[src/rtl/core/bss_pkg.sv]
// Shared types, widths and constants for the six-sensor bearing and steering block.
// Holds the CORDIC arctangent table and the item payload structs used between stages.
// No dependencies.
`timescale 1ns / 1ps

package bss_pkg;

  // Vector components after weighting, Q10, magnitude below 2^20.
  localparam int XW = 21;
  // CORDIC x/y datapath width: |x|,|y| scaled by 256 and grown by the CORDIC gain.
  localparam int CW = 31;
  // Angle accumulator width, degrees in Q16.
  localparam int ZW = 26;
  localparam int FRAC = 16;
  localparam int STEPS = 16;
  localparam int DEG_W = 9;

  localparam logic signed [ZW-1:0] Z_90  = ZW'(90 * 65536);
  localparam logic signed [ZW-1:0] Z_180 = ZW'(180 * 65536);

  // Register reset values.
  localparam logic [7:0] THRESHOLD_RESET = 8'd20;
  localparam logic [7:0] WINDOW_RESET    = 8'd9;

  // Register indexes on the configuration port.
  localparam logic REG_THRESHOLD = 1'b0;
  localparam logic REG_WINDOW    = 1'b1;

  typedef logic [1:0] led_mode_t;
  localparam led_mode_t LED_OFF   = 2'd0;
  localparam led_mode_t LED_GREEN = 2'd1;
  localparam led_mode_t LED_BLUE  = 2'd2;

  // Per-item data that rides alongside the CORDIC chain.
  typedef struct packed {
    logic             special;
    logic [7:0]       spec_mag;
    logic             xneg;
    logic             yneg;
    led_mode_t [5:0]  led;
  } side_t;

  typedef struct packed {
    logic signed [CW-1:0] cx;
    logic signed [CW-1:0] cy;
    logic signed [ZW-1:0] z;
    side_t                side;
  } cordic_t;

  // atan(2^-i) in degrees, Q16, rounded.
  function automatic logic signed [ZW-1:0] atan_q16(input logic [3:0] idx);
    logic signed [ZW-1:0] r;
    case (idx)
      4'd0:  r = ZW'(2949120);
      4'd1:  r = ZW'(1740967);
      4'd2:  r = ZW'(919879);
      4'd3:  r = ZW'(466945);
      4'd4:  r = ZW'(234379);
      4'd5:  r = ZW'(117304);
      4'd6:  r = ZW'(58666);
      4'd7:  r = ZW'(29335);
      4'd8:  r = ZW'(14668);
      4'd9:  r = ZW'(7334);
      4'd10: r = ZW'(3667);
      4'd11: r = ZW'(1833);
      4'd12: r = ZW'(917);
      4'd13: r = ZW'(458);
      4'd14: r = ZW'(229);
      4'd15: r = ZW'(115);
      default: r = '0;
    endcase
    return r;
  endfunction

endpackage

[src/rtl/core/bss_front.sv]
// Front stage: intensity thresholding, weighted x/y vector and LED modes.
// Presents the prepared CORDIC start vector and side data. Depends on bss_pkg.
`timescale 1ns / 1ps

module bss_front (
  input  logic                  clk,
  input  logic                  rst,
  input  logic [7:0]            threshold,
  input  logic                  in_valid,
  output logic                  in_stall,
  input  logic [5:0][7:0]       ir,
  input  logic [5:0][7:0]       id,
  output logic                  out_valid,
  input  logic                  out_stall,
  output bss_pkg::cordic_t      out_data
);
  import bss_pkg::*;

  logic [5:0][7:0]      v;
  led_mode_t [5:0]      led_next;
  logic signed [10:0]   sx;
  logic signed [10:0]   sh;
  logic signed [10:0]   sy;
  logic signed [XW-1:0] x_next;
  logic signed [XW-1:0] y_next;

  logic                 valid;
  logic signed [XW-1:0] x;
  logic signed [XW-1:0] y;
  led_mode_t [5:0]      led;

  logic [XW-1:0]        absx;
  logic [XW-1:0]        absy;

  // Suppress weak intensities and pick the LED mode from the raw values.
  always_comb begin
    for (int i = 0; i < 6; i++) begin
      v[i] = (ir[i] < threshold) ? 8'd0 : ir[i];
      if (ir[i] == 8'd0) begin
        led_next[i] = LED_OFF;
      end else if (id[i] == 8'd0) begin
        led_next[i] = LED_GREEN;
      end else begin
        led_next[i] = LED_BLUE;
      end
    end
  end

  // Weighted sums: a,d carry x weight 1; b,c,e,f carry x weight 0.5 and y weight 0.866.
  always_comb begin
    sx = $signed({3'b0, v[3]}) - $signed({3'b0, v[0]});
    sh = $signed({3'b0, v[2]}) + $signed({3'b0, v[4]})
       - $signed({3'b0, v[1]}) - $signed({3'b0, v[5]});
    sy = $signed({3'b0, v[4]}) + $signed({3'b0, v[5]})
       - $signed({3'b0, v[1]}) - $signed({3'b0, v[2]});
    x_next = (XW'(sx) <<< 10) + (XW'(sh) <<< 9);
    y_next = XW'(sy) * XW'(887);
  end

  assign in_stall = valid && out_stall;

  always_ff @(posedge clk) begin
    if (rst) begin
      valid <= 1'b0;
    end else if (!in_stall) begin
      valid <= in_valid;
    end
  end

  always_ff @(posedge clk) begin
    if (!in_stall && in_valid) begin
      x   <= x_next;
      y   <= y_next;
      led <= led_next;
    end
  end

  // Start vector for the CORDIC chain: magnitudes scaled by 256, axis cases flagged.
  always_comb begin
    absx = x[XW-1] ? XW'(-x) : XW'(x);
    absy = y[XW-1] ? XW'(-y) : XW'(y);
    out_data.cx = CW'({absx, 8'b0});
    out_data.cy = CW'({absy, 8'b0});
    out_data.z  = '0;
    out_data.side.xneg = x[XW-1];
    out_data.side.yneg = y[XW-1];
    out_data.side.led  = led;
    if (y == '0) begin
      out_data.side.special  = 1'b1;
      out_data.side.spec_mag = x[XW-1] ? 8'd180 : 8'd0;
    end else if (x == '0) begin
      out_data.side.special  = 1'b1;
      out_data.side.spec_mag = 8'd90;
    end else begin
      out_data.side.special  = 1'b0;
      out_data.side.spec_mag = 8'd0;
    end
  end

  assign out_valid = valid;

endmodule

[src/rtl/core/bss_cordic_cell.sv]
// One vectoring CORDIC iteration with its own pipeline register.
// STEP selects the shift and the arctangent constant. Depends on bss_pkg.
`timescale 1ns / 1ps

module bss_cordic_cell #(
  parameter int STEP = 0
) (
  input  logic              clk,
  input  logic              rst,
  input  logic              in_valid,
  output logic              in_stall,
  input  bss_pkg::cordic_t  in_data,
  output logic              out_valid,
  input  logic              out_stall,
  output bss_pkg::cordic_t  out_data
);
  import bss_pkg::*;

  localparam logic signed [CW-1:0] RND = CW'((longint'(1) << STEP) - longint'(1));

  logic             valid;
  cordic_t          data;
  cordic_t          data_next;
  logic signed [CW-1:0] dx;
  logic signed [CW-1:0] dy;

  // Divide by 2^STEP, truncating toward zero.
  function automatic logic signed [CW-1:0] shr0(input logic signed [CW-1:0] a);
    logic signed [CW-1:0] b;
    b = a + (a[CW-1] ? RND : '0);
    return b >>> STEP;
  endfunction

  // Rotate toward the x axis; the direction follows the sign of y.
  always_comb begin
    dx = shr0(in_data.cx);
    dy = shr0(in_data.cy);
    data_next.side = in_data.side;
    if (!in_data.cy[CW-1] && in_data.cy != '0) begin
      data_next.cx = in_data.cx + dy;
      data_next.cy = in_data.cy - dx;
      data_next.z  = in_data.z + atan_q16(4'(STEP));
    end else begin
      data_next.cx = in_data.cx - dy;
      data_next.cy = in_data.cy + dx;
      data_next.z  = in_data.z - atan_q16(4'(STEP));
    end
  end

  assign in_stall = valid && out_stall;

  always_ff @(posedge clk) begin
    if (rst) begin
      valid <= 1'b0;
    end else if (!in_stall) begin
      valid <= in_valid;
    end
  end

  always_ff @(posedge clk) begin
    if (!in_stall && in_valid) begin
      data <= data_next;
    end
  end

  assign out_valid = valid;
  assign out_data  = data;

endmodule

[src/rtl/core/bss_back.sv]
// Back end: angle clamp, quadrant mirror, whole degrees, sign and steering decision.
// Two pipeline registers; the second one is the output register. Depends on bss_pkg.
`timescale 1ns / 1ps

module bss_back (
  input  logic                     clk,
  input  logic                     rst,
  input  logic [7:0]               window,
  input  logic                     in_valid,
  output logic                     in_stall,
  input  bss_pkg::cordic_t         in_data,
  output logic                     out_valid,
  input  logic                     out_stall,
  output logic signed [8:0]        bearing_deg,
  output logic                     go_forward,
  output bss_pkg::led_mode_t [5:0] led_mode
);
  import bss_pkg::*;

  logic signed [ZW-1:0] zc;
  logic signed [ZW-1:0] zm;

  // Stage one registers.
  logic                 pvalid;
  logic                 pstall;
  logic [7:0]           pdeg;
  side_t                pside;

  // Stage two (output) registers.
  logic                 ovalid;
  logic                 ostall;
  logic [7:0]           mag;
  logic signed [8:0]    bearing;
  logic                 go;
  led_mode_t [5:0]      led;

  logic [7:0]           mag_next;

  // Clamp to [0, 90] degrees, mirror for negative x, keep whole degrees.
  always_comb begin
    if (in_data.z[ZW-1]) begin
      zc = '0;
    end else if (in_data.z > Z_90) begin
      zc = Z_90;
    end else begin
      zc = in_data.z;
    end
    zm = in_data.side.xneg ? (Z_180 - zc) : zc;
  end

  assign ostall   = ovalid && out_stall;
  assign pstall   = pvalid && ostall;
  assign in_stall = pstall;

  always_ff @(posedge clk) begin
    if (rst) begin
      pvalid <= 1'b0;
      ovalid <= 1'b0;
    end else begin
      if (!pstall) begin
        pvalid <= in_valid;
      end
      if (!ostall) begin
        ovalid <= pvalid;
      end
    end
  end

  always_ff @(posedge clk) begin
    if (!pstall && in_valid) begin
      pdeg  <= zm[FRAC+7:FRAC];
      pside <= in_data.side;
    end
  end

  // Apply the sign of y and compare the magnitude with the forward window.
  assign mag_next = pside.special ? pside.spec_mag : pdeg;

  always_ff @(posedge clk) begin
    if (!ostall && pvalid) begin
      mag     <= mag_next;
      bearing <= pside.yneg ? -$signed({1'b0, mag_next}) : $signed({1'b0, mag_next});
      go      <= (mag_next < window);
      led     <= pside.led;
    end
  end

  assign out_valid   = ovalid;
  assign bearing_deg = bearing;
  assign go_forward  = go;
  assign led_mode    = led;

`ifndef NO_ASSERTIONS
  // The magnitude register and the signed bearing agree.
  a_mag_matches: assert property (@(posedge clk) disable iff (rst)
    ovalid |-> (bearing == $signed({1'b0, mag}) || bearing == -$signed({1'b0, mag})))
    else $error("bearing and magnitude disagree");
  // A held output keeps the stage behind it from overwriting a waiting item.
  a_hold_stage: assert property (@(posedge clk) disable iff (rst)
    (ovalid && out_stall && pvalid) |=> (pvalid && $stable(pdeg)))
    else $error("stage one item lost while output stalled");
  // Angle magnitude never exceeds a half turn.
  a_mag_range: assert property (@(posedge clk) disable iff (rst)
    ovalid |-> (mag <= 8'd180))
    else $error("bearing magnitude out of range");
`endif

endmodule

[src/rtl/core/six_sensor_bearing_steer.sv]
// Top level of the six-sensor bearing and steering block.
// Instantiates bss_front, the bss_cordic_cell chain and bss_back. Depends on bss_pkg.
//
// Usage:
//   The input channel (in_valid / in_stall) carries one sensor frame per item: six
//   intensities ir_a..ir_f and six neighbor IDs id_a..id_f. The output channel
//   (out_valid / out_stall) returns one result item per frame, in order: bearing_deg,
//   go_forward and led_mode_a..led_mode_f.
//   The item passes nineteen registers: one front stage, sixteen CORDIC cells (one
//   iteration each) and two back stages. The first loads at the accepting edge.
//   Throughput is one item per cycle while the receiver does not stall, set by the
//   CORDIC cell chain, where every cell takes a new vector each cycle that it is
//   not stalled.
//   When the receiver stalls, the result holds on the outputs. Each stage behind it
//   still advances into empty slots, so in_stall only rises once every stage holds
//   an item.
//   Reset empties the pipeline and sets intensity_threshold to 20 and
//   forward_window to 9. Registers sit at byte addresses 0 and 4 of the APB port
//   and are to be written only while the block is idle; the block does not enforce this.
`timescale 1ns / 1ps

module six_sensor_bearing_steer (
  input  logic               clk,
  input  logic               rst,
  input  logic               psel,
  input  logic               penable,
  input  logic               pwrite,
  input  logic [2:0]         paddr,
  input  logic [31:0]        pwdata,
  output logic [31:0]        prdata,
  output logic               pready,
  input  logic               in_valid,
  output logic               in_stall,
  input  logic [7:0]         ir_a,
  input  logic [7:0]         ir_b,
  input  logic [7:0]         ir_c,
  input  logic [7:0]         ir_d,
  input  logic [7:0]         ir_e,
  input  logic [7:0]         ir_f,
  input  logic [7:0]         id_a,
  input  logic [7:0]         id_b,
  input  logic [7:0]         id_c,
  input  logic [7:0]         id_d,
  input  logic [7:0]         id_e,
  input  logic [7:0]         id_f,
  output logic               out_valid,
  input  logic               out_stall,
  output logic signed [8:0]  bearing_deg,
  output logic               go_forward,
  output bss_pkg::led_mode_t led_mode_a,
  output bss_pkg::led_mode_t led_mode_b,
  output bss_pkg::led_mode_t led_mode_c,
  output bss_pkg::led_mode_t led_mode_d,
  output bss_pkg::led_mode_t led_mode_e,
  output bss_pkg::led_mode_t led_mode_f
);
  import bss_pkg::*;

  logic [7:0]      threshold;
  logic [7:0]      window;
  logic            cfg_write;

  logic [5:0][7:0] ir;
  logic [5:0][7:0] id;
  led_mode_t [5:0] led_mode;

  // Chain links: index 0 is the front stage output, index STEPS the last cell output.
  logic            link_valid [STEPS+1];
  logic            link_stall [STEPS+1];
  cordic_t         link_data  [STEPS+1];

  // Configuration registers.
  assign pready    = 1'b1;
  assign cfg_write = psel && penable && pwrite && pready;

  always_ff @(posedge clk) begin
    if (rst) begin
      threshold <= THRESHOLD_RESET;
      window    <= WINDOW_RESET;
    end else if (cfg_write) begin
      unique case (paddr[2])
        REG_THRESHOLD: threshold <= pwdata[7:0];
        REG_WINDOW:    window    <= pwdata[7:0];
        default:       ;
      endcase
    end
  end

  always_comb begin
    unique case (paddr[2])
      REG_THRESHOLD: prdata = {24'b0, threshold};
      REG_WINDOW:    prdata = {24'b0, window};
      default:       prdata = '0;
    endcase
  end

  assign ir = {ir_f, ir_e, ir_d, ir_c, ir_b, ir_a};
  assign id = {id_f, id_e, id_d, id_c, id_b, id_a};

  bss_front u_front (
    .clk       (clk),
    .rst       (rst),
    .threshold (threshold),
    .in_valid  (in_valid),
    .in_stall  (in_stall),
    .ir        (ir),
    .id        (id),
    .out_valid (link_valid[0]),
    .out_stall (link_stall[0]),
    .out_data  (link_data[0])
  );

  // Row of CORDIC cells, one iteration per cell.
  for (genvar g = 0; g < STEPS; g++) begin : g_cell
    bss_cordic_cell #(
      .STEP (g)
    ) u_cell (
      .clk       (clk),
      .rst       (rst),
      .in_valid  (link_valid[g]),
      .in_stall  (link_stall[g]),
      .in_data   (link_data[g]),
      .out_valid (link_valid[g+1]),
      .out_stall (link_stall[g+1]),
      .out_data  (link_data[g+1])
    );
  end

  bss_back u_back (
    .clk         (clk),
    .rst         (rst),
    .window      (window),
    .in_valid    (link_valid[STEPS]),
    .in_stall    (link_stall[STEPS]),
    .in_data     (link_data[STEPS]),
    .out_valid   (out_valid),
    .out_stall   (out_stall),
    .bearing_deg (bearing_deg),
    .go_forward  (go_forward),
    .led_mode    (led_mode)
  );

  assign led_mode_a = led_mode[0];
  assign led_mode_b = led_mode[1];
  assign led_mode_c = led_mode[2];
  assign led_mode_d = led_mode[3];
  assign led_mode_e = led_mode[4];
  assign led_mode_f = led_mode[5];

`ifndef NO_ASSERTIONS
  // The input side only stalls when a result is held at the output.
  a_stall_source: assert property (@(posedge clk) disable iff (rst)
    in_stall |-> (out_valid && out_stall))
    else $error("input stalled without a held result");
  // Forward is only flagged for a bearing strictly inside the window.
  a_forward_window: assert property (@(posedge clk) disable iff (rst)
    (out_valid && go_forward) |->
      ($signed(bearing_deg) < $signed({2'b0, window}) &&
       $signed(bearing_deg) > -$signed({2'b0, window})))
    else $error("go_forward outside the forward window");
  // A threshold write lands in the register.
  a_threshold_write: assert property (@(posedge clk) disable iff (rst)
    (cfg_write && paddr[2] == REG_THRESHOLD) |=> (threshold == $past(pwdata[7:0])))
    else $error("threshold write lost");
  // Bearing stays within a half turn either way.
  a_bearing_range: assert property (@(posedge clk) disable iff (rst)
    out_valid |-> (bearing_deg >= -9'sd180 && bearing_deg <= 9'sd180))
    else $error("bearing out of range");
`endif

endmodule

[config.mk]
export PLATFORM = sky130hd
export DESIGN_NAME = six_sensor_bearing_steer
export DESIGN_NICKNAME = d
export VERILOG_FILES = /design/src/rtl/core/bss_pkg.sv /design/src/rtl/core/bss_front.sv /design/src/rtl/core/bss_cordic_cell.sv /design/src/rtl/core/bss_back.sv /design/src/rtl/core/six_sensor_bearing_steer.sv
export SDC_FILE = /design/constraint.sdc
export NUM_CORES = 2
export LEC_CHECK = 0
export BUFFER_PORTS_ARGS = -buffer_cell sky130_fd_sc_hd__buf_4
export CAP_MARGIN = 40
export CORE_ASPECT_RATIO = 1.2
export CORE_UTILIZATION = 55
export CTS_CLUSTER_SIZE = 30
export DETAILED_ROUTE_END_ITERATION = 6
export PLACE_DENSITY = 0.74
export SLEW_MARGIN = 30
export SYNTH_ARGS = -nofsm -noshare
export SYNTH_HDL_FRONTEND = slang
export SYNTH_SLANG_ARGS = --single-unit
[constraint.sdc]
create_clock -name clk -period 9.72 [get_ports clk]
set_input_delay 0.972 -clock clk [delete_from_list [all_inputs] [get_ports clk]]
set_output_delay 0.972 -clock clk [all_outputs]
set_load 0.02 [all_outputs]
### After elaboration in Yosys (flattened, before gate mapping)

Cells that the tools add are included.

| cells by class | value |
|---|---|
| multiplexer cells | 67 |
| bitwise operators | 1 |
| order comparisons | 8 |
| $mul | 1 |
| $add $sub $neg | 129 |
| reductions and logical operators | 121 |

Operator list:

| kind | count |
|---|---|
| 88-bit two-way mux | 15 |
| 31-bit nonzero test | 16 |
| 8-bit logical NOT | 12 |
| 8-bit two-way mux | 12 |
| 24-bit two-way mux | 3 |
| 32-bit case mux with 2 select lines | 1 |
| 31-bit by 1-bit adder with 31-bit output | 2 |
| 31-bit by 10-bit adder with 31-bit output | 2 |
| 31-bit by 11-bit adder with 31-bit output | 2 |
| 31-bit by 12-bit adder with 31-bit output | 2 |
| 31-bit by 13-bit adder with 31-bit output | 2 |
| 31-bit by 14-bit adder with 31-bit output | 2 |
| 31-bit by 17-bit adder with 31-bit output | 2 |
| 31-bit by 18-bit adder with 31-bit output | 2 |
| 31-bit by 19-bit adder with 31-bit output | 2 |
| 31-bit by 2-bit adder with 31-bit output | 2 |
| 31-bit by 20-bit adder with 31-bit output | 2 |
| 31-bit by 21-bit adder with 31-bit output | 2 |
| 31-bit by 22-bit adder with 31-bit output | 2 |
| 31-bit by 23-bit adder with 31-bit output | 2 |
| 31-bit by 24-bit adder with 31-bit output | 2 |
| 31-bit by 25-bit adder with 31-bit output | 2 |
| 31-bit by 26-bit adder with 31-bit output | 2 |
| 31-bit by 27-bit adder with 31-bit output | 2 |
| 86 further kinds | 232 |

| word-level totals | value |
|---|---|
| input bits | 138 |
| register bits after elaboration | 1824 |

### Depth between registers and ports, before layout

| logic depth | value |
|---|---|
| depth after elaboration | 21 |
| mapped depth | 42 |
| gate-level depth less buffers | 42 |

### Cells and area by module

Synthesis repeated with hierarchy kept, for this count alone.

| second synthesis, totals | value |
|---|---|
| cell total of the unflattened synthesis | 18173 |
| area, all modules | 170850.1 um^2 |

Modules (own cells, without submodules):

| module | area each (um^2) | instances | cells an instance | sequential area each (um^2) |
|---|---|---|---|---|
| bss_cordic_cell (g_cell[10].u_cell) | 10211.0 | 1 | 1077 | 3353.2 |
| bss_cordic_cell (g_cell[3].u_cell) | 10141.0 | 1 | 1079 | 3353.2 |
| bss_cordic_cell (g_cell[1].u_cell) | 10103.4 | 1 | 1081 | 3353.2 |
| bss_cordic_cell (g_cell[5].u_cell) | 10077.2 | 1 | 1098 | 3353.2 |
| bss_cordic_cell (g_cell[2].u_cell) | 10068.4 | 1 | 1093 | 3353.2 |
| bss_cordic_cell (g_cell[4].u_cell) | 10034.6 | 1 | 1107 | 3353.2 |
| bss_cordic_cell (g_cell[7].u_cell) | 10034.6 | 1 | 1063 | 3353.2 |
| bss_cordic_cell (g_cell[6].u_cell) | 9927.0 | 1 | 1072 | 3353.2 |
| bss_cordic_cell (g_cell[9].u_cell) | 9867.0 | 1 | 1057 | 3353.2 |
| bss_cordic_cell (g_cell[12].u_cell) | 9840.7 | 1 | 1025 | 3353.2 |
| bss_cordic_cell (g_cell[11].u_cell) | 9838.2 | 1 | 1027 | 3353.2 |
| bss_cordic_cell (g_cell[8].u_cell) | 9781.9 | 1 | 1029 | 3353.2 |
| bss_cordic_cell (g_cell[14].u_cell) | 9741.8 | 1 | 1020 | 3353.2 |
| bss_cordic_cell (g_cell[13].u_cell) | 9693.0 | 1 | 1025 | 3353.2 |
| +5 rows | - | - | - | - |

### Worst setup path after synthesis

No wires, ideal clock.

| timing path | value |
|---|---|
| kind | in2reg |
| start point | input out_stall |
| end point | register g_cell[6].u_cell.data, in the netlist g_cell[6].u_cell.out_data[0] (enable) |
| cell stages on the path | 7 |
| setup slack | -0.547 ns |
| arrival time | 9.538 ns |
| cell sequence | and4_1 -> and3_1 -> and2_1 -> clkbuf_1 -> nand4_1 -> nor3_1 -> a21boi_0 |

| between the ends | value |
|---|---|
| word-level cells in the longest chain between the ends | 14 |

Ends and longest elaborated chain:

| what | line | text |
|---|---|---|
| start: declaration | six_sensor_bearing_steer.sv:47 | `input logic out_stall,` |
| 1-bit logical AND | bss_back.sv:51 | `assign ostall = ovalid && out_stall;` |
| 1-bit logical AND | bss_back.sv:52 | `assign pstall = pvalid && ostall;` |
| 1-bit logical AND (10 in a row) | bss_cordic_cell.sv:50 | `assign in_stall = valid && out_stall;` |
| 1-bit logical NOT | - |  |
| 1-bit logical AND | bss_cordic_cell.sv:61 | `if (!in_stall && in_valid) begin` |
| end signal: assignment | bss_cordic_cell.sv:62 | `data <= data_next;` |
| end: declaration | bss_cordic_cell.sv:22 | `cordic_t data;` |

No other way between the ends.
A chain may end at the register's enable or synchronous reset.

### Final worst setup path

| timing path | value |
|---|---|
| start point | register threshold[1] |
| end point | register u_front.y[19], data pin |

| between the ends | value |
|---|---|
| word-level cells in the longest chain between the ends | 6 |

Ends and longest elaborated chain:

| what | line | text |
|---|---|---|
| start: declaration | six_sensor_bearing_steer.sv:59 | `logic [7:0] threshold;` |
| start signal: assignment | six_sensor_bearing_steer.sv:82 | `REG_THRESHOLD: threshold <= pwdata[7:0];` |
| 8-bit less-than comparator | bss_front.sv:38 | `v[i] = (ir[i] < threshold) ? 8'd0 : ir[i];` |
| 8-bit two-way mux | bss_front.sv:38 |  |
| 8-bit by 8-bit adder with 9-bit output | bss_front.sv:54 | `sy = $signed({3'b0, v[4]}) + $signed({3'b0, v[5]})` |
| 11-bit by 9-bit subtractor with 11-bit output | bss_front.sv:55 | `- $signed({3'b0, v[1]}) - $signed({3'b0, v[2]});` |
| 11-bit by 9-bit subtractor with 11-bit output (*) | bss_front.sv:55 |  |
| 11-bit by 11-bit multiplier with 21-bit output (*) | bss_front.sv:57 | `y_next = XW'(sy) * XW'(887);` |
| via u_front.y_next[19] | bss_front.sv:25 | `logic signed [XW-1:0] y_next;` |
| end signal: assignment | bss_front.sv:73 | `y <= y_next;` |
| end: declaration | bss_front.sv:29 | `logic signed [XW-1:0] y;` |

Mark *: on every way through the listed nets, which the timed path passes. The rest lies on a longest branch.

==> impl_metrics.yaml <==
sta:
  finalSetupViolations: 0
  relSlewSlack_pct: 34.33
  slew_violations: 0
  finClkSkew_ns: 0.08608
  fin_crit_ns: 9.245
  fin_crit_sh_pct: 95.11
  hold_viol: 0
  rsz0062_at_grt: "no"
  clock.fmax_ghz: 0.1082
  tightest_slew_ns: 0.9760
  hold-worst-slack_ns: 0.3395
  fin_setup_tns_ns: 0
clock_tree:
  cts_buffers: 182
  clk_latency_ns: 0.87
  clock_sinks: 1629
  worst_setup_hold_path_clk_slew_ns: 0.06
  cts-root-buf: "clkbuf_16"
  cts_hold_buf: 0
  htree_num_levels: 4
  tritoncts: "done"
  clockBufferDepth: 4
final_layout:
  nFillCells: 20532
  layout-drive-gt1-share_pct: 5.974
  multi_input_comb_area_mm2: 0.08281
  register_area_mm2: 0.04857
  final_area_mm2: 0.1471
  final_nets: 16159
  syn2layout_area_growth_pct: 8.957
status:
  status: "complete, no violations"
worst_setup_path:
  worstPathMaxFanout: 7
  worstPathArrival_ns: 9.93
  crit_path_start_kind: "flop"
  crit_slowest_cell: "fa_1"
  crit_required_ns: 10.41
  worst-setup-path-type: "flop to flop"
  end_kind: "flop"
  max_stage_delay_ns: 0.55
  crit_top_cell: "ha_1"
routing:
  drc: 0
  wl_um: 350700
  via_count: 107278
  ant_nets: 0
  wire_per_inst_um: 19.74
  drt_iter0_drc: 7505
  via_per_inst: 6.038
  dr.pass1.iters: 6
synth:
  syn_inst: 14147
  synth_top_family_by_area: "compound AO/OA/AOI/OAI gates"
  synthAdderAreaFrac_pct: 15.40
  synth_area_per_cell_um2: 9.543
  synth_ff_type: "edfxtp_1"
  synth_xor_area_share_pct: 11.79
  synthMuxAreaShare_pct: 0.4171
  synth-edff-count: 1594
  yosys.area_share.simple_pct: 15.12
  synth_cell_types: 101
  ys_seq_area_share_pct: 35.98
  synthesis.area_mm2: 0.1350
  ys_ff_latch: 1629
  async_flop_share_pct: 0
  ys.warnings.count: 0
  synth_compound_gate_area_share_pct: 18.36
placement:
  place_area_mm2: 0.1408
  gp_congestion: 0.9850
  io_buffers: 143
  dp_hpwl_um: 276600
power_and_ir_drop:
  vdd_drop_max_uv: 2468
  powerDensity_mw_per_mm2: 318.4
  total_leakage_power_nw: 58.21
floorplan:
  core_area_mm2: 0.2433
  die_h_um: 544.7
  dieArea_mm2: 0.2474
  start_util_pct: 55.49
  die_w_um: 454.3
  rows: 198
  pin_count: 195
global_route:
  grt_pass1_vias: 102581
  grt.overflow.total: 0
  grtUsageTotal_pct: 27.66
  antenna_found_initial: 4
  grt_pass1_wl_um: 550700
  grt_max_degree: 77
job:
  maxCapViolations: 0
min_path:
  min_path_type: "input port to flop"
## sequential cells by signal (all words and copies together), names as in the netlist
register,cells
g_cell.u_cell.out_data,1502
u_front.y,21
u_back.pside,17
g_cell.u_cell.out_valid,16
u_back.led_mode,12
u_front.out_data,12
u_front.x,12
u_back.bearing_deg,9
threshold,8
u_back.pdeg,8
window,8
u_back.go_forward,1
u_back.out_valid,1
u_back.pvalid,1
u_front.out_valid,1
## final cells by class
type / instances / area share [%]
Antenna cell: 2 / 0.003403
Clock buffer: 214 / 3.220
Clock inverter: 109 / 0.8447
Inverter: 711 / 1.814
Multi-Input combinational cell: 11524 / 56.30
Sequential cell: 1629 / 33.02
Tap cell: 3200 / 2.722
Timing Repair Buffer: 377 / 2.081
## metrics by stage
stage	setup slack, ns	total power (W)	instances	util (%)
finish	0.4754	0.04683	17766	60.46
global route	0.01633	0.05051	17765	60.46
CTS	0.09744	0.04708	17738	60.32
detailed placement	-0.3859	0.03971	17415	57.86
global placement	-0.4226	0.03968	17390	57.73
floorplan	0.1975	0.03036	14171	-
## per-layer routing
metal | vias up | share of wire [%] | global-route usage, %
met4 | 2 | 6.8 | 16.89
met2 | 2884 | 50 | 50.08
met3 | 902 | 4.5 | 3.081
met5 | - | 0.0040 | 0
met1 | 50521 | 39 | 31.00
li1 | 52969 | - | -
## path summary, 6_finish.rpt
path                            startpoint                             to  slack, ns  depth (start not counted)
max                           threshold[1]                  u_front.y[19]       0.48                         39
min                              pwdata[3]                      window[3]       0.34                          2
max reg2reg                   threshold[1]                  u_front.y[19]       0.48                         39
min reg2reg  g_cell[14].u_cell.out_data[6]  g_cell[15].u_cell.out_data[6]       0.39                          0
## cells by family (layout without fill, tap and decap cells)
family	count (synthesis)	after routing
XOR/XNOR	1816	1816
adder cells (fa/ha/maj)	1598	1598
AND/OR/NAND/NOR	4120	4120
other	2	28
buffers and inverters	1018	1411
flip-flops	1629	1629
multiplexers	54	54
AO/OA/AOI/OAI	3910	3910
## worst max-delay path, delay by kind of cell (launching register included)
kind | cells | cell delay, ns
xor gates and xnor gates | 2 | 0.38
adders and majority gates | 11 | 4.13
DFF | 1 | 0.34
buffers and inverters | 9 | 0.93
and+or+nand+nor | 5 | 1.33
AOI/OAI and AO/OA | 12 | 1.97
## synth_stat cells, drive strengths merged, types with 225 or more instances
cell    number  area (µm²)
edfxtp    1594       47870
ha        1490       18640
a21oi     1304        6530
xnor2     1280       11210
nor2      1184        4444
nand2      794        2980
o21ai      743        3719
inv        706        2650
xor2       535        4686
a21o       427        3206
nor3       394        1993
nand3      331        1662
clkbuf     225       855.8
## placed cells by master, fill, tap and decap left out, types with 145 or more instances in the layout
master     synthesis  routed
xor2_1           535     535
o21ai_0          734     729
a31oi_1          154     151
a21o_1           427     427
nand2b_1         177     176
xnor2_1         1280    1277
inv_1            703     702
ha_1            1490    1490
or3_1            155     155
o21a_1           212     212
nor2_1          1184    1182
o21bai_1         169     168
clkbuf_16          0     184
a21oi_1         1303    1299
nand2_1          794     794
edfxtp_1        1594    1594
nor4_1           147     145
nand3_1          330     330
nor3_1           391     391
buf_4             27     333
and3_1           178     178
nor2b_1          191     185
## timing repair
item	CTS	global route
endpoints found under the setup margin	0	5
setup buffers	0	1
gates resized for setup	0	11
## power by group
part           switching (W)  total, W  leakage [nW]  internal (W)
Combinational         0.0152    0.0297          40.6        0.0145
Sequential          0.000413    0.0101          14.7       0.00968
Clock                0.00290   0.00700          2.86       0.00410
Total                 0.0185    0.0468          58.2        0.0283
Note: power is estimated with default switching activity, not from simulation.
